`config.mk`:
```
export PLATFORM = sky130hd
export DESIGN_NAME = sv32_page_table_walker_core
export DESIGN_NICKNAME = d
export VERILOG_FILES = /design/src/sv/sv32ptw_pkg.sv /design/src/sv/sv32_page_table_walker_core.sv /design/src/sv/sv32ptw_front.sv /design/src/sv/sv32ptw_queue.sv /design/src/sv/sv32ptw_back.sv
export SDC_FILE = /design/constraint.sdc
export NUM_CORES = 1
export LEC_CHECK = 0
export ABC_CLOCK_PERIOD_IN_PS = 17900
export BUFFER_PORTS_ARGS = -buffer_cell sky130_fd_sc_hd__buf_4
export CAP_MARGIN = 40
export CORE_ASPECT_RATIO = 0.7
export CORE_MARGIN = 4
export CORE_UTILIZATION = 50
export CTS_BUF_LIST = sky130_fd_sc_hd__clkbuf_8
export DETAILED_ROUTE_END_ITERATION = 10
export PLACE_DENSITY = 0.7
export SYNTH_ARGS = -nofsm -noshare
export SYNTH_HDL_FRONTEND = slang
export SYNTH_SLANG_ARGS = --single-unit
```
`constraint.sdc`:
```
create_clock -name clk_i -period 17.9 [get_ports clk_i]
set_input_delay 3.58 -clock clk_i [delete_from_list [all_inputs] [get_ports clk_i]]
set_output_delay 3.58 -clock clk_i [all_outputs]
set_load 0.02 [all_outputs]
```
`src/sv/sv32ptw_pkg.sv`:
```
// ---------------------------------------------------------------------------
// sv32ptw_pkg
// Shared types and constants of the Sv32 page table walker.
// ---------------------------------------------------------------------------
package sv32ptw_pkg;

  localparam int unsigned Levels     = 2;
  localparam int unsigned CfgIdxW    = 3;
  localparam int unsigned CfgDataW   = 20;
  localparam int unsigned QueueDepth = 2;
  localparam int unsigned QueuePtrW  = $clog2(QueueDepth);
  localparam int unsigned QueueCntW  = $clog2(QueueDepth + 1);

  // configuration register indexes
  localparam logic [CfgIdxW-1:0] CFG_TRANSLATE_EN = 3'd0;
  localparam logic [CfgIdxW-1:0] CFG_ROOT_PAGE    = 3'd1;
  localparam logic [CfgIdxW-1:0] CFG_SUM          = 3'd2;
  localparam logic [CfgIdxW-1:0] CFG_MXR          = 3'd3;
  localparam logic [CfgIdxW-1:0] CFG_MPRV         = 3'd4;
  localparam logic [CfgIdxW-1:0] CFG_MPP          = 3'd5;

  // access kinds
  localparam logic [1:0] ACC_FETCH = 2'd0;
  localparam logic [1:0] ACC_LOAD  = 2'd1;
  localparam logic [1:0] ACC_STORE = 2'd2;
  localparam logic [1:0] ACC_BAD   = 2'd3;

  // privilege levels
  localparam logic [1:0] PRIV_USER    = 2'd0;
  localparam logic [1:0] PRIV_MACHINE = 2'd3;

  // input actions
  localparam logic ACT_REQUEST  = 1'b0;
  localparam logic ACT_RESPONSE = 1'b1;

  // trap causes
  localparam logic [3:0] CAUSE_FETCH_PF = 4'd12;
  localparam logic [3:0] CAUSE_LOAD_PF  = 4'd13;
  localparam logic [3:0] CAUSE_STORE_PF = 4'd15;

  // pte bit positions
  localparam int unsigned PTE_V = 0;
  localparam int unsigned PTE_R = 1;
  localparam int unsigned PTE_W = 2;
  localparam int unsigned PTE_X = 3;
  localparam int unsigned PTE_U = 4;
  localparam int unsigned PTE_A = 6;
  localparam int unsigned PTE_D = 7;

  typedef enum logic [1:0] {
    KIND_READ  = 2'd0,
    KIND_WRITE = 2'd1,
    KIND_DONE  = 2'd2,
    KIND_FAULT = 2'd3
  } kind_e;

  // one queued record: an optional entry write, then the final result
  typedef struct packed {
    kind_e       kind;
    logic        has_write;
    logic [31:0] mem_addr;
    logic [31:0] mem_wdata;
    logic [31:0] phys_addr;
    logic [3:0]  fault_cause;
    logic [31:0] fault_addr;
  } rec_t;

  function automatic logic [3:0] cause_of(input logic [1:0] acs);
    logic [3:0] c;
    case (acs)
      ACC_FETCH: c = CAUSE_FETCH_PF;
      ACC_LOAD:  c = CAUSE_LOAD_PF;
      default:   c = CAUSE_STORE_PF;
    endcase
    return c;
  endfunction

endpackage

```
`src/sv/sv32_page_table_walker_core.sv`:
```
// Sv32 page table walker. Takes one translate request or memory response per
// cycle while the queue has room; results leave through a registered output
// one per cycle while the receiver is ready, so an item that updates the A/D
// bits (write transfer followed by done) occupies the output for both
// transfers. A two-entry record queue between the classifying front end and
// the output stage absorbs that; sustained input rate is one item per cycle
// unless the output side stalls or most items need entry updates.
// ---------------------------------------------------------------------------
// sv32_page_table_walker_core
// Top level: front end, record queue and output stage.
// ---------------------------------------------------------------------------
module sv32_page_table_walker_core import sv32ptw_pkg::*; (
  input  logic                clk_i,
  input  logic                rst_ni,
  input  logic                cfg_we_i,
  input  logic [CfgIdxW-1:0]  cfg_idx_i,
  input  logic [CfgDataW-1:0] cfg_wdata_i,
  input  logic                in_valid_i,
  output logic                in_ready_o,
  input  logic                action_i,
  input  logic [31:0]         virt_addr_i,
  input  logic [1:0]          access_kind_i,
  input  logic [1:0]          priv_level_i,
  input  logic [31:0]         entry_word_i,
  output logic                out_valid_o,
  input  logic                out_ready_i,
  output logic [1:0]          kind_o,
  output logic [31:0]         mem_addr_o,
  output logic [31:0]         mem_wdata_o,
  output logic [31:0]         phys_addr_o,
  output logic [3:0]          fault_cause_o,
  output logic [31:0]         fault_addr_o,
  output logic                last_o
);

  logic accept;
  logic push, q_ready, q_valid, pop;
  rec_t front_rec, head_rec;

  assign in_ready_o = q_ready;
  assign accept     = in_valid_i && q_ready;

  sv32ptw_front u_front (
    .clk_i        (clk_i),
    .rst_ni       (rst_ni),
    .cfg_we_i     (cfg_we_i),
    .cfg_idx_i    (cfg_idx_i),
    .cfg_wdata_i  (cfg_wdata_i),
    .accept_i     (accept),
    .action_i     (action_i),
    .virt_addr_i  (virt_addr_i),
    .access_kind_i(access_kind_i),
    .priv_level_i (priv_level_i),
    .entry_word_i (entry_word_i),
    .push_o       (push),
    .rec_o        (front_rec)
  );

  sv32ptw_queue u_queue (
    .clk_i  (clk_i),
    .rst_ni (rst_ni),
    .push_i (push),
    .rec_i  (front_rec),
    .ready_o(q_ready),
    .pop_i  (pop),
    .valid_o(q_valid),
    .rec_o  (head_rec)
  );

  sv32ptw_back u_back (
    .clk_i        (clk_i),
    .rst_ni       (rst_ni),
    .rec_valid_i  (q_valid),
    .rec_i        (head_rec),
    .pop_o        (pop),
    .out_valid_o  (out_valid_o),
    .out_ready_i  (out_ready_i),
    .kind_o       (kind_o),
    .mem_addr_o   (mem_addr_o),
    .mem_wdata_o  (mem_wdata_o),
    .phys_addr_o  (phys_addr_o),
    .fault_cause_o(fault_cause_o),
    .fault_addr_o (fault_addr_o),
    .last_o       (last_o)
  );

endmodule

```
`src/sv/sv32ptw_front.sv`:
```
// ---------------------------------------------------------------------------
// sv32ptw_front
// Holds configuration and walk state, classifies each item and builds the
// record of results it causes.
// ---------------------------------------------------------------------------
module sv32ptw_front import sv32ptw_pkg::*; (
  input  logic                clk_i,
  input  logic                rst_ni,
  input  logic                cfg_we_i,
  input  logic [CfgIdxW-1:0]  cfg_idx_i,
  input  logic [CfgDataW-1:0] cfg_wdata_i,
  input  logic                accept_i,
  input  logic                action_i,
  input  logic [31:0]         virt_addr_i,
  input  logic [1:0]          access_kind_i,
  input  logic [1:0]          priv_level_i,
  input  logic [31:0]         entry_word_i,
  output logic                push_o,
  output rec_t                rec_o
);

  logic        translate_enable_q;
  logic [19:0] root_table_page_q;
  logic        user_access_ok_q;
  logic        exec_readable_q;
  logic        modify_privilege_q;
  logic [1:0]  previous_privilege_q;

  logic        busy_q, busy_d;
  logic        level_q, level_d;
  logic [31:0] vaddr_q, vaddr_d;
  logic [1:0]  skind_q, skind_d;
  logic [1:0]  eprv_q, eprv_d;
  logic [31:0] eaddr_q, eaddr_d;

  logic        has_res;
  logic [1:0]  ep;
  logic        bypass;
  logic        pte_bad, is_ptr, u_fail, perm_ok, mega_bad, fault;
  logic [31:0] upd;

  always_comb begin
    rec_o   = '0;
    has_res = 1'b0;
    busy_d  = busy_q;
    level_d = level_q;
    vaddr_d = vaddr_q;
    skind_d = skind_q;
    eprv_d  = eprv_q;
    eaddr_d = eaddr_q;

    ep = (modify_privilege_q && access_kind_i != ACC_FETCH) ? previous_privilege_q
                                                            : priv_level_i;
    bypass = !translate_enable_q || priv_level_i == PRIV_MACHINE || ep[1];

    pte_bad = !entry_word_i[PTE_V] || (entry_word_i[PTE_W:PTE_R] == 2'b10);
    is_ptr  = !entry_word_i[PTE_X] && !entry_word_i[PTE_R];
    if (eprv_q == PRIV_USER) begin
      u_fail = !entry_word_i[PTE_U];
    end else begin
      u_fail = entry_word_i[PTE_U] && (skind_q == ACC_FETCH || !user_access_ok_q);
    end
    case (skind_q)
      ACC_FETCH: perm_ok = entry_word_i[PTE_X];
      ACC_LOAD:  perm_ok = entry_word_i[PTE_R] | (exec_readable_q & entry_word_i[PTE_X]);
      default:   perm_ok = entry_word_i[PTE_W];
    endcase
    mega_bad = level_q && (entry_word_i[19:10] != 10'd0);
    fault = pte_bad || (is_ptr && !level_q) || (!is_ptr && (u_fail || !perm_ok || mega_bad));

    upd = entry_word_i;
    upd[PTE_A] = 1'b1;
    if (skind_q == ACC_STORE) begin
      upd[PTE_D] = 1'b1;
    end

    if (action_i == ACT_REQUEST) begin
      has_res = 1'b1;
      busy_d  = 1'b0;
      if (bypass) begin
        rec_o.kind      = KIND_DONE;
        rec_o.phys_addr = virt_addr_i;
      end else begin
        vaddr_d = virt_addr_i;
        skind_d = access_kind_i;
        eprv_d  = ep;
        if (access_kind_i == ACC_BAD) begin
          rec_o.kind        = KIND_FAULT;
          rec_o.fault_cause = cause_of(access_kind_i);
          rec_o.fault_addr  = virt_addr_i;
        end else begin
          busy_d         = 1'b1;
          level_d        = 1'(Levels - 1);
          eaddr_d        = {root_table_page_q, virt_addr_i[31:22], 2'b00};
          rec_o.kind     = KIND_READ;
          rec_o.mem_addr = eaddr_d;
        end
      end
    end else if (busy_q) begin
      has_res = 1'b1;
      if (fault) begin
        busy_d            = 1'b0;
        rec_o.kind        = KIND_FAULT;
        rec_o.fault_cause = cause_of(skind_q);
        rec_o.fault_addr  = vaddr_q;
      end else if (is_ptr) begin
        level_d        = 1'b0;
        eaddr_d        = {entry_word_i[29:10], vaddr_q[21:12], 2'b00};
        rec_o.kind     = KIND_READ;
        rec_o.mem_addr = eaddr_d;
      end else begin
        busy_d          = 1'b0;
        rec_o.kind      = KIND_DONE;
        rec_o.has_write = (upd != entry_word_i);
        rec_o.mem_addr  = eaddr_q;
        rec_o.mem_wdata = upd;
        // megapage keeps the low 22 bits of the virtual address
        rec_o.phys_addr = level_q ? {entry_word_i[29:20], vaddr_q[21:0]}
                                  : {entry_word_i[29:10], vaddr_q[11:0]};
      end
    end
  end

  assign push_o = accept_i && has_res;

  always_ff @(posedge clk_i or negedge rst_ni) begin
    if (!rst_ni) begin
      translate_enable_q   <= 1'b0;
      root_table_page_q    <= '0;
      user_access_ok_q     <= 1'b0;
      exec_readable_q      <= 1'b0;
      modify_privilege_q   <= 1'b0;
      previous_privilege_q <= '0;
    end else if (cfg_we_i) begin
      case (cfg_idx_i)
        CFG_TRANSLATE_EN: translate_enable_q   <= cfg_wdata_i[0];
        CFG_ROOT_PAGE:    root_table_page_q    <= cfg_wdata_i;
        CFG_SUM:          user_access_ok_q     <= cfg_wdata_i[0];
        CFG_MXR:          exec_readable_q      <= cfg_wdata_i[0];
        CFG_MPRV:         modify_privilege_q   <= cfg_wdata_i[0];
        CFG_MPP:          previous_privilege_q <= cfg_wdata_i[1:0];
        default: ;
      endcase
    end
  end

  always_ff @(posedge clk_i or negedge rst_ni) begin
    if (!rst_ni) begin
      busy_q  <= 1'b0;
      level_q <= 1'b1;
      vaddr_q <= '0;
      skind_q <= '0;
      eprv_q  <= '0;
      eaddr_q <= '0;
    end else if (accept_i) begin
      busy_q  <= busy_d;
      level_q <= level_d;
      vaddr_q <= vaddr_d;
      skind_q <= skind_d;
      eprv_q  <= eprv_d;
      eaddr_q <= eaddr_d;
    end
  end

endmodule

```
`src/sv/sv32ptw_queue.sv`:
```
// ---------------------------------------------------------------------------
// sv32ptw_queue
// Short register queue of result records between front and back.
// ---------------------------------------------------------------------------
module sv32ptw_queue import sv32ptw_pkg::*; (
  input  logic clk_i,
  input  logic rst_ni,
  input  logic push_i,
  input  rec_t rec_i,
  output logic ready_o,
  input  logic pop_i,
  output logic valid_o,
  output rec_t rec_o
);

  rec_t                 entries_q [QueueDepth];
  logic [QueuePtrW-1:0] wr_ptr_q, rd_ptr_q;
  logic [QueueCntW-1:0] count_q;

  assign ready_o = (count_q != QueueCntW'(QueueDepth));
  assign valid_o = (count_q != '0);
  assign rec_o   = entries_q[rd_ptr_q];

  always_ff @(posedge clk_i) begin
    if (push_i) begin
      entries_q[wr_ptr_q] <= rec_i;
    end
  end

  always_ff @(posedge clk_i or negedge rst_ni) begin
    if (!rst_ni) begin
      wr_ptr_q <= '0;
      rd_ptr_q <= '0;
      count_q  <= '0;
    end else begin
      if (push_i) begin
        wr_ptr_q <= (wr_ptr_q == QueuePtrW'(QueueDepth - 1)) ? '0 : wr_ptr_q + 1'b1;
      end
      if (pop_i) begin
        rd_ptr_q <= (rd_ptr_q == QueuePtrW'(QueueDepth - 1)) ? '0 : rd_ptr_q + 1'b1;
      end
      case ({push_i, pop_i})
        2'b10:   count_q <= count_q + 1'b1;
        2'b01:   count_q <= count_q - 1'b1;
        default: count_q <= count_q;
      endcase
    end
  end

endmodule

```
`src/sv/sv32ptw_back.sv`:
```
// ---------------------------------------------------------------------------
// sv32ptw_back
// Drains queued records into the output register, splitting a record with
// an entry update into a write transfer and a final transfer.
// ---------------------------------------------------------------------------
module sv32ptw_back import sv32ptw_pkg::*; (
  input  logic        clk_i,
  input  logic        rst_ni,
  input  logic        rec_valid_i,
  input  rec_t        rec_i,
  output logic        pop_o,
  output logic        out_valid_o,
  input  logic        out_ready_i,
  output logic [1:0]  kind_o,
  output logic [31:0] mem_addr_o,
  output logic [31:0] mem_wdata_o,
  output logic [31:0] phys_addr_o,
  output logic [3:0]  fault_cause_o,
  output logic [31:0] fault_addr_o,
  output logic        last_o
);

  logic        valid_q;
  logic        phase_q;
  kind_e       kind_q;
  logic [31:0] mem_addr_q, mem_wdata_q, phys_addr_q, fault_addr_q;
  logic [3:0]  cause_q;
  logic        last_q;
  logic        load;
  logic        emit_write;

  assign load       = !valid_q || out_ready_i;
  assign emit_write = rec_i.has_write && !phase_q;
  assign pop_o      = load && rec_valid_i && !emit_write;

  always_ff @(posedge clk_i or negedge rst_ni) begin
    if (!rst_ni) begin
      valid_q <= 1'b0;
      phase_q <= 1'b0;
    end else if (load) begin
      valid_q <= rec_valid_i;
      if (rec_valid_i) begin
        phase_q <= emit_write;
      end
    end
  end

  always_ff @(posedge clk_i) begin
    if (load && rec_valid_i) begin
      if (emit_write) begin
        kind_q       <= KIND_WRITE;
        mem_addr_q   <= rec_i.mem_addr;
        mem_wdata_q  <= rec_i.mem_wdata;
        phys_addr_q  <= '0;
        cause_q      <= '0;
        fault_addr_q <= '0;
        last_q       <= 1'b0;
      end else begin
        kind_q       <= rec_i.kind;
        // only a read transfer carries an address on the final beat
        mem_addr_q   <= (rec_i.kind == KIND_READ) ? rec_i.mem_addr : '0;
        mem_wdata_q  <= '0;
        phys_addr_q  <= rec_i.phys_addr;
        cause_q      <= rec_i.fault_cause;
        fault_addr_q <= rec_i.fault_addr;
        last_q       <= 1'b1;
      end
    end
  end

  assign out_valid_o   = valid_q;
  assign kind_o        = kind_q;
  assign mem_addr_o    = mem_addr_q;
  assign mem_wdata_o   = mem_wdata_q;
  assign phys_addr_o   = phys_addr_q;
  assign fault_cause_o = cause_q;
  assign fault_addr_o  = fault_addr_q;
  assign last_o        = last_q;

endmodule

```
==> flow_metrics.tcl, run 1 <==
set metrics [dict create \
    vdd_ir_drop_max_uv 85.63 \
    cts.sinks 502 \
    place_inst 2168 \
    syn2layout_area_growth_pct 19.20 \
    cp_num_buf_inv 4 \
    ys_seq_area_share_pct 69.17 \
    min_delay_path_depth 1 \
    drc_errors 0 \
    crit_path_start_kind "primary input" \
    vias 13780 \
    p_per_area_mw_per_mm2 159.0 \
    syn_area_mm2 0.02106 \
    worstPathRequired_ns 18.15 \
    grt_pass1_wl_um 84990 \
    crit_top_cell "buf_4" \
    routed_wl_um 56430 \
    synth_edf_count 400 \
    start_util_pct 51.02 \
    syn_nets 1559 \
    clock.fmax_ghz 0.1457 \
    wire_per_inst_um 24.41 \
    worstMarginPinSlew_ns 0.8986 \
    routed-wl-met3_um 4645 \
    antenna_found_initial 1 \
    cp_max_fo 59 \
    ant_nets 0 \
    worstPathArrival_ns 7.11 \
    rsz0062_at_grt "no" \
    total_power_w 0.003992 \
    cts_tree "done" \
    htree_levels 3 \
    dr.max_layer_used "met4" \
    yosysMostFrequentCell "edfxtp_1" \
    core.rowCount 62 \
    first_pass_iters 8 \
    drive_gt1_share_pct 26.63 \
    die_h_um 179.7 \
    cts_resized 0 \
    grt_pass1_vias 13670 \
    endpoint_kind "flip-flop" \
    clkSlewWorstSetupHoldPaths_ns 0.07 \
    yosys.area.top_type "edfxtp_1" \
    path_class "primary input to flip-flop" \
    dp_worst_setup_slack_ns 10.40 \
    clk-insertion-delay-late_ns 0.63 \
    period_needed_ns 6.864 \
    coreArea_mm2 0.04127 \
    grt_max_degree 65 \
    critPathTopFamily "buffers and inverters" \
    dp_hpwl_um 37110 \
    post-cts-setup-buffer-count 0 \
    gp_congestion 0.8753 \
    root_buffer "clkbuf_8" \
    clk_path_buf_depth 3 \
    ctsHoldBuffers 0 \
    cp_slowest_cell "buf_4" \
    io_pins 234 \
    numCtsBuffers 77 \
    ys_seq_elements 502 \
    finClkSkew_ns 0.02130 \
    postSynthCellCount 1461 \
    min_path_type "flip-flop to flip-flop" \
    hold_viol_final 0 \
    maxSlewHeadroom_pct 40.09 \
    synthTopCellsByCount "edfxtp_1, mux2i_1, nor2_1, dfrtp_1, clkbuf_1" \
    fin_crit_sh_pct 38.35 \
    synth_flop_cell "edfxtp_1" \
    track_usage_pct 24.48 \
    drt_iter0_drc 1637 \
    post_drt_via_cell_ratio 5.962 \
    worst_slack_ns 11.04 \
    drv_cap 0 \
    async_flop_share_pct 20.32 \
    r2r_cells 6 \
    nets 1801 \
    setup_viol 0 \
    dr_wl_met2_um 25170 \
    fin_cells 2312 \
    die_x_um 253.3 \
    cp_slowest_stage_delay_ns 0.80 \
    yosys_warnings 0 \
    leakage_nw 9.843 \
    grt.overflow.total 0 \
    syn_area_per_cell_um2 14.41 \
    worstPathCellList "buf_4 > nand2b_1 > and3_2 > buf_4 > inv_2 > nor2_4 > buf_4" \
    fin_tns_setup_ns 0 \
    report.final.slew_viol_count 0 \
    dieArea_mm2 0.04552 \
    status "completed" \
    portBuffers 233 \
    synthDistinctLibCells 52 \
    yosys-top-cells-area "edfxtp_1, dfrtp_1, mux2i_1" \
    wl_met1_um 25370 \
    worst_hold_slack_ns 0.5070 \
    synth_top_area_share_pct 57.04 \
    crit_cells 7 \
]
[final cells by class]
| cell class | count | area [um^2] |
|---|---|---|
| Inverter | 17 | 63.81 |
| Tap cell | 544 | 680.7 |
| Fill cell | 3156 | 16170 |
| Clock inverter | 55 | 321.6 |
| Multi-Input combinational cell | 833 | 6068 |
| Clock buffer | 86 | 1184 |
| Timing Repair Buffer | 272 | 2207 |
| Sequential cell | 502 | 14570 |
| Antenna cell | 3 | 7.507 |
[registers in the layout, summed over array words and instances, names as in the netlist, 20 cells and up]
register / count
u_back.phys_addr_o: 32
u_front.root_table_page_q: 20
u_queue.entries_q: 266
u_back.mem_addr_o: 32
u_front.vaddr_q: 32
u_back.mem_wdata_o: 32
u_back.fault_addr_o: 32
u_front.eaddr_q: 32
[through the flow]
| stage | cell area [um^2] | utilization, % |
|---|---|---|
| floorplan | 21060 | - |
| global placement | 23330 | 56.54 |
| detailed placement | 23590 | 57.16 |
| CTS | 25090 | 60.81 |
| global route | 25100 | 60.81 |
| finish | 25100 | 60.82 |
[where the power goes]
| part | internal (W) | switching [W] | total, W |
|---|---|---|---|
| Combinational | 0.000466 | 0.000758 | 0.00122 |
| Clock | 0.000487 | 0.000440 | 0.000927 |
| Sequential | 0.00166 | 0.000184 | 0.00184 |
[path summary, 6_finish.rpt]
| path | start | end | slack (ns) |
|---|---|---|---|
| worst max-delay path | action_i | u_queue.entries_q[0][8]$_DFFE_PP_ | 11.04 |
| worst min-delay path | u_front.previous_privilege_q[0]$_DFFE_PN0P_ | u_front.previous_privilege_q[0]$_DFFE_PN0P_ | 0.51 |
| worst max register to register | u_front.busy_q$_DFFE_PN0P_ | u_queue.entries_q[0][8]$_DFFE_PP_ | 13.49 |
| worst min register to register | u_front.previous_privilege_q[0]$_DFFE_PN0P_ | u_front.previous_privilege_q[0]$_DFFE_PN0P_ | 0.51 |
| max in group asynchronous | rst_ni | u_front.level_q$_DFFE_PN1P_ | 13.72 |
| min in group asynchronous | rst_ni | u_front.vaddr_q[2]$_DFFE_PN0P_ | 2.95 |
[layer usage]
layer	global-route usage, %	vias to the layer above
met2	35.79	689
met3	5.533	95
met4	6.946	0
met1	37.15	6902
met5	0	-
li1	-	6098
[logic make-up (layout without fill, tap and decap cells)]
group,count (synthesis),in the layout,synth area share [%]
AO/OA/AOI/OAI,183,183,6.809
flip-flops,502,502,69.17
XOR/XNOR,5,5,0.2080
AND/OR/NAND/NOR,419,419,10.21
adder cells (fa/ha/maj),1,1,0.05941
multiplexers,225,225,11.12
other,0,3,0
buffers and inverters,126,430,2.424
[cell usage in the layout (no fill, tap or decap), drive strengths merged, types with 32 or more instances in the layout]
master,count
mux2i,153
edfxtp,400
inv,46
nand2,42
mux2,72
clkbuf,86
buf,272
nand3,45
o211ai,34
and3,42
dfrtp,101
a22o,32
nor2,143
and2,35
Power figures use the tool's default switching activity.
==> inputs of run 2 (changes only) <==
- ABC_AREA: not set -> 1
- ABC_CLOCK_PERIOD_IN_PS: 17900 -> 6600
- clock period: 17.9 -> 6.6 ns (I/O delays scaled with it)
==> run 2 against run 1 <==
Sequential power increased to 2.8 times the previous value; count of clock-buffer cells in the layout decreased by 2; cell area decreased by 2.8%; critical path depth unchanged; utilization decreased by 0.19 points; critical endpoint is now u_queue.entries_q[0][99]$_DFFE_PP_; largest power group unchanged; highest routed layer unchanged.
==> flow_metrics.tcl, run 2 <==
set metrics [dict create \
    status "completed" \
    mostFrequentLayoutCells "nand2_1, edfxtp_1, buf_4" \
    p_per_area_mw_per_mm2 452.9 \
    worstPathRequired_ns 6.85 \
    r2r_end "u_queue.entries_q[0][99]$_DFFE_PP_" \
    nets 2266 \
    syn_area_per_cell_um2 10.65 \
    hold_viol_final 0 \
    htree_levels 3 \
    grt.overflow.total 0 \
    dieArea_mm2 0.04465 \
    cts_tree "done" \
    synthMuxAreaShare_pct 0.04849 \
    worstPathArrival_ns 4.24 \
    die_x_um 250.8 \
    fin_tns_setup_ns 0 \
    synth-simple-area-share_pct 15.49 \
    intPower_w 0.007015 \
    core.rowCount 61 \
    cp_slowest_stage_delay_ns 0.69 \
    synth_top_family_by_area "simple AND/OR/NAND/NOR gates" \
    switching_share_pct 36.48 \
    report.final.slew_viol_count 0 \
    cp_max_fo 74 \
    numCtsBuffers 75 \
    yosysMostFrequentCell "nand2_1" \
    io_pins 234 \
    p_sw_w 0.004029 \
    yosys-top-cells-area "edfxtp_1, dfrtp_1, nand2_1" \
    grt_max_degree 99 \
    r2r_slack_ns 2.71 \
    path_class "primary input to flip-flop" \
    synth_compound_area_share_pct 7.717 \
    endpoint "u_queue.entries_q[0][99]$_DFFE_PP_" \
    crit_top_cell "buf_4" \
    r2r_start "u_front.busy_q$_DFFE_PN0P_" \
    ys_seq_elements 502 \
    crit_path_start "action_i" \
    final_common_cell "nand2_1" \
    largest_reg_flops 266 \
    synthAdderAreaFrac_pct 0.06062 \
    setup_viol 0 \
    post_drt_via_cell_ratio 5.276 \
    vdd_ir_drop_max_uv 254.7 \
    coreArea_mm2 0.04022 \
    drt_iter0_drc 1610 \
    start_util_pct 51.32 \
    synth_xor_area_share_pct 0.1697 \
    drc_errors 0 \
    syn2layout_area_growth_pct 18.15 \
    post-route-util_pct 60.63 \
    min_path_type "flip-flop to flip-flop" \
    routed_wl_um 53180 \
    synthTopCellsByCount "nand2_1, edfxtp_1, inv_1, o21ai_0, dfrtp_1" \
    synthDistinctLibCells 33 \
    period_needed_ns 3.992 \
    critPathTopFamily "buffers and inverters" \
    ys_seq_area_share_pct 70.56 \
    track_usage_pct 23.61 \
    nFillCells 3273 \
    clock.fmax_ghz 0.2505 \
    power_frac_seq_pct 45.9 \
    crit_cells 7 \
    gp_congestion 0.8266 \
    ant_nets 0 \
    wire_per_inst_um 19.24 \
    clkSlewWorstSetupHoldPaths_ns 0.06 \
    postSynthCellCount 1939 \
    synth_top_area_share_pct 58.19 \
    portBuffers 233 \
    cts.sinks 502 \
    grt_pass1_wl_um 80930 \
    grt_pass1_vias 13860 \
    seqCellArea_mm2 0.01457 \
    cp_slowest_cell "buf_4" \
    synth_edf_count 400 \
    yosys.area.top_type "edfxtp_1" \
    pwr-share-clk_pct 22.0 \
    yosys_warnings 0 \
    finClkSkew_ns 0.02707 \
    r2r_cells 5 \
    async_flop_share_pct 20.32 \
    ctsHoldBuffers 0 \
    clk-insertion-delay-late_ns 0.63 \
    worstPathCellList "buf_4 > clkinv_1 > o21ai_1 > nor2_4 > buf_16 > buf_4 > buf_4" \
    syn_nets 2037 \
    cp_num_buf_inv 5 \
    fin_crit_sh_pct 60.49 \
    multi_input_area_mm2 0.004882 \
    antenna_found_initial 3 \
    worstMarginPinSlew_ns 0.9417 \
    leakage_nw 10.81 \
    cts_resized 0 \
    crit_path_start_kind "primary input" \
    rsz0062_at_grt "no" \
    maxSlewHeadroom_pct 36.99 \
    post-cts-setup-buffer-count 0 \
    dp_hpwl_um 35640 \
    die_h_um 178.0 \
    syn_area_mm2 0.02064 \
    root_buffer "clkbuf_8" \
    endpoint_kind "flip-flop" \
    drv_cap 0 \
    first_pass_iters 6 \
    clk_path_buf_depth 3 \
    vias 14580 \
    drive_gt1_share_pct 16.70 \
    synth_flop_cell "edfxtp_1" \
    p_comb_share_pct 32.1 \
    largest-register "u_queue.entries_q" \
]
## run 2: changes by cell type after synthesis, moves of 34 or more
cell / delta
nand2_1: +604
inv_1: +188
mux2i_1: -152
o21ai_0: +119
a21oi_1: +89
mux2_2: -72
nor2_1: -50
o22ai_1: +43
and3_1: -42
and2_1: -34
## run 2: power groups by stage
| stage | Sequential, W | Clock, W | Combinational (W) |
|---|---|---|---|
| global route | 0.00517 | 0.00263 | 0.00390 |
| global placement | 0.00511 | 0 | 0.00347 |
| CTS | 0.00507 | 0.00247 | 0.00358 |
| floorplan | 0.00563 | 0 | 0.00162 |
| detailed placement | 0.00513 | 0 | 0.00356 |
| finish | 0.00507 | 0.00243 | 0.00354 |
## run 2: cell families (layout without fill, tap and decap cells)
family | Yosys count | in the layout
mux | 1 | 1
fa+ha+maj | 1 | 1
flops | 502 | 502
compound gates | 301 | 301
buf+inv | 313 | 601
other cells | 0 | 2
simple gates | 817 | 817
xor+xnor | 4 | 4
## run 2: layout make-up
type	instances	share of cell area [%]
clock buffers	84	4.741
flip-flops and latches	502	59.74
inverters	208	3.217
diodes	2	0.02052
repair buffers	257	8.383
well taps	535	2.745
clock inverters	52	1.134
multi-input cells	1124	20.02
## run 2: how the worst min path moves through the flow
stage / cells after the start / startpoint / endpoint / slack [ns]
after floorplan: 2 / u_front.eaddr_q[22]$_DFFE_PN0P_ / u_front.eaddr_q[22]$_DFFE_PN0P_ / 0.44
after global placement: 2 / u_front.eaddr_q[22]$_DFFE_PN0P_ / u_front.eaddr_q[22]$_DFFE_PN0P_ / 0.45
after detailed placement: 2 / u_front.eaddr_q[24]$_DFFE_PN0P_ / u_front.eaddr_q[24]$_DFFE_PN0P_ / 0.45
after CTS: 2 / u_front.eaddr_q[24]$_DFFE_PN0P_ / u_front.eaddr_q[24]$_DFFE_PN0P_ / 0.47
after global routing: 2 / u_front.eaddr_q[2]$_DFFE_PN0P_ / u_front.eaddr_q[2]$_DFFE_PN0P_ / 0.49
final: 2 / u_front.eaddr_q[24]$_DFFE_PN0P_ / u_front.eaddr_q[24]$_DFFE_PN0P_ / 0.47
## run 2: routing by layer
metal | up-vias | track usage [%] | share of wire, %
met5 | - | 0 | 0
met4 | 0 | 7.692 | 2.5
met3 | 87 | 4.139 | 7.4
met2 | 622 | 36.13 | 46
met1 | 6983 | 34.83 | 44
li1 | 6892 | - | -
## run 2: metrics by stage
step	hold WS [ns]	cells	total power, W	setup WS, ns	cell area (um^2)
6_report	0.4666	2764	0.01104	2.608	24390
5_1_grt	0.4904	2764	0.01170	2.423	24390
4_1_cts	0.4698	2762	0.01112	2.639	24380
3_5_place_dp	0.4534	2626	0.008694	1.966	22950
3_3_place_gp	0.4519	2618	0.008581	1.778	22790
2_1_floorplan	0.4367	1939	0.007258	-1.208	20640
## run 2: worst register-to-register path: cells and delay by family (launching register included)
kind	cells	cell delay (ns)
compound gates	1	0.41
buf+inv	3	1.58
flops	1	0.89
simple gates	1	0.63
==> inputs of run 3 (changes only) <==
- ABC_CLOCK_PERIOD_IN_PS: 6600 -> 3660
- PLACE_DENSITY: 0.7 -> 0.73
- clock period: 6.6 -> 3.66 ns (I/O delays scaled with it)
==> run 3 against run 2 <==
Sequential cell count stayed put; worst setup slack worse by 1.7 ns; first-iteration DRC count is 16% higher; sequential share of layout area is 0.077 points lower; cell area is 0.13% higher; combinational power is 86% higher; register-to-register slack worse by 1.8 ns; total power is 80% higher; critical path depth is 5 higher; hold slack worse by 0.13 ns; count of clock-buffer cells in the layout is 3 lower; largest cell class unchanged; highest routed layer unchanged.
==> flow_metrics.tcl, run 3 (synthesized netlist as in run 2, its figures left out) <==
set metrics [dict create \
    status "completed" \
    routed-wl-met3_um 4947 \
    die_h_um 178.0 \
    grt_pass1_wl_um 83000 \
    vias 14930 \
    clkSlewWorstSetupHoldPaths_ns 0.06 \
    grt.overflow.total 0 \
    drt_iter0_drc 1861 \
    root_buffer "clkbuf_8" \
    numCtsBuffers 76 \
    grt_pass1_vias 14520 \
    cts_tree "done" \
    min_delay_path_depth 2 \
    worstPathArrival_ns 3.25 \
    cts.sinks 502 \
    p_per_area_mw_per_mm2 815.8 \
    largest-register "u_queue.entries_q" \
    start_util_pct 51.32 \
    leakage_nw 10.85 \
    clk_path_buf_depth 3 \
    setup_viol 0 \
    worstMarginPinSlew_ns 0.8677 \
    r2r_slack_ns 0.94 \
    finClkSkew_ns 0.04349 \
    crit_path_start_kind "primary input" \
    vdd_ir_drop_max_uv 756.5 \
    syn2layout_area_growth_pct 18.30 \
    cp_max_fo 20 \
    fin_area_mm2 0.02442 \
    worstHoldStart "out_ready_i" \
    dr.max_layer_used "met4" \
    grt_max_degree 136 \
    rsz0062_at_grt "no" \
    final_common_cell "nand2_1" \
    drive_gt1_share_pct 17.05 \
    maxSlewHeadroom_pct 42.15 \
    endpoint_kind "flip-flop" \
    drv_cap 0 \
    dieArea_mm2 0.04465 \
    dp_hpwl_um 35370 \
    place_inst 2637 \
    cp_slowest_stage_delay_ns 0.42 \
    htree_levels 3 \
    fin_crit_sh_pct 74.60 \
    wire_per_inst_um 19.59 \
    worstPathCellList "buf_4 > nor2_1 > nand3_1 > o21ai_0 > nand2_1 > nand2_1 > nand2_2 > nand2_1 > nand2_1 > buf_4 > nand2_1 > nand2_1" \
    period_needed_ns 2.731 \
    post-route-util_pct 60.71 \
    clock.fmax_ghz 0.3662 \
    dr_wl_met2_um 25090 \
    coreArea_mm2 0.04022 \
    track_usage_pct 24.13 \
    ant_nets 0 \
    r2r_start "u_front.level_q$_DFFE_PN1P_" \
    crit_path_start "entry_word_i[19]" \
    portBuffers 233 \
    largest_reg_flops 266 \
    first_pass_iters 6 \
    min_path_type "primary input to flip-flop" \
    nFillCells 3244 \
    cts_resized 0 \
    clk-insertion-delay-late_ns 0.64 \
    r2r_end "u_queue.entries_q[1][122]$_DFFE_PP_" \
    r2r_cells 8 \
    io_pins 234 \
    fin_cells 2777 \
    crit_top_cell "nand2_1" \
    antenna_found_initial 2 \
    cp_slowest_cell "o21ai_0" \
    routed_wl_um 54400 \
    path_class "primary input to flip-flop" \
    post-cts-setup-buffer-count 0 \
    nets 2279 \
    mostFrequentLayoutCells "nand2_1, edfxtp_1, buf_4" \
    hold_viol_final 0 \
    min_to "u_back.out_valid_o$_DFFE_PN0P_" \
    gp_congestion 0.9083 \
    dpl_cell_area_mm2 0.02302 \
    post_drt_via_cell_ratio 5.375 \
    worst_hold_slack_ns 0.3346 \
    report.final.slew_viol_count 0 \
    die_x_um 250.8 \
    drc_errors 0 \
    core.rowCount 61 \
    wl_met1_um 22470 \
    worstPathRequired_ns 4.18 \
]
[run 3: changes by cell type in the layout (fill, tap and decap cells not counted), moves of 3 or more]
| cell | previous run | this run |
|---|---|---|
| buf_12 | 2 | 6 |
| buf_4 | 248 | 261 |
| buf_8 | 4 | 0 |
| clkbuf_8 | 84 | 81 |
| inv_1 | 232 | 238 |
[run 3: timing repair]
| action | CTS | global route |
|---|---|---|
| endpoints found under the hold margin | 8 | 0 |
| endpoints found under the setup margin | 0 | 0 |
| hold buffers | 1 | 0 |
[run 3: how the worst max path moves through the flow]
stage | cells past startpoint | to | slack (ns)
after floorplan | 4 | u_queue.entries_q[0][0]$_DFFE_PP_ | -1.33
final | 12 | u_front.eaddr_q[12]$_DFFE_PN0P_ | 0.93
after detailed placement | 12 | u_front.eaddr_q[20]$_DFFE_PN0P_ | 0.43
after global placement | 12 | u_front.eaddr_q[24]$_DFFE_PN0P_ | 0.52
after global routing | 12 | u_front.eaddr_q[12]$_DFFE_PN0P_ | 0.76
after CTS | 8 | u_queue.entries_q[0][122]$_DFFE_PP_ | 1.01
[run 3: metrics by stage]
step | setup TNS [ns] | power [W] | worst slack, ns
2_1_floorplan | -355.14 | 0.01301 | -1.332
3_3_place_gp | 0 | 0.01562 | 0.5216
3_5_place_dp | 0 | 0.01578 | 0.4325
4_1_cts | 0 | 0.02003 | 1.014
5_1_grt | 0 | 0.02103 | 0.7617
6_report | 0 | 0.01992 | 0.9295
[run 3: power breakdown]
group	switching, W	total, W	leakage, nW	internal (W)
registers	0.000705	0.00908	5.10	0.00838
clock network	0.00213	0.00425	0.836	0.00212
logic	0.00452	0.00659	4.91	0.00207
[run 3: per-layer routing]
| layer | up-vias | track usage, % |
|---|---|---|
| met5 | - | 0 |
| met3 | 131 | 4.839 |
| met4 | 0 | 9.517 |
| met2 | 772 | 37.06 |
| li1 | 6914 | - |
| met1 | 7110 | 34.39 |
[run 3: worst max-delay path, delay by kind of cell]
family / cells / cell delay, ns
simple gates: 9 / 1.64
buf+inv: 2 / 0.45
compound gates: 1 / 0.42
[run 3: final cells by class]
cell class	instances	area (um^2)	share of cell area [%]
diodes	2	5.005	0.02050
well taps	535	669.4	2.741
clock inverters	56	266.5	1.091
clock buffers	81	1115	4.565
flip-flops and latches	502	14570	59.66
multi-input cells	1124	4892	20.03
repair buffers	269	2117	8.670
inverters	208	784.5	3.213
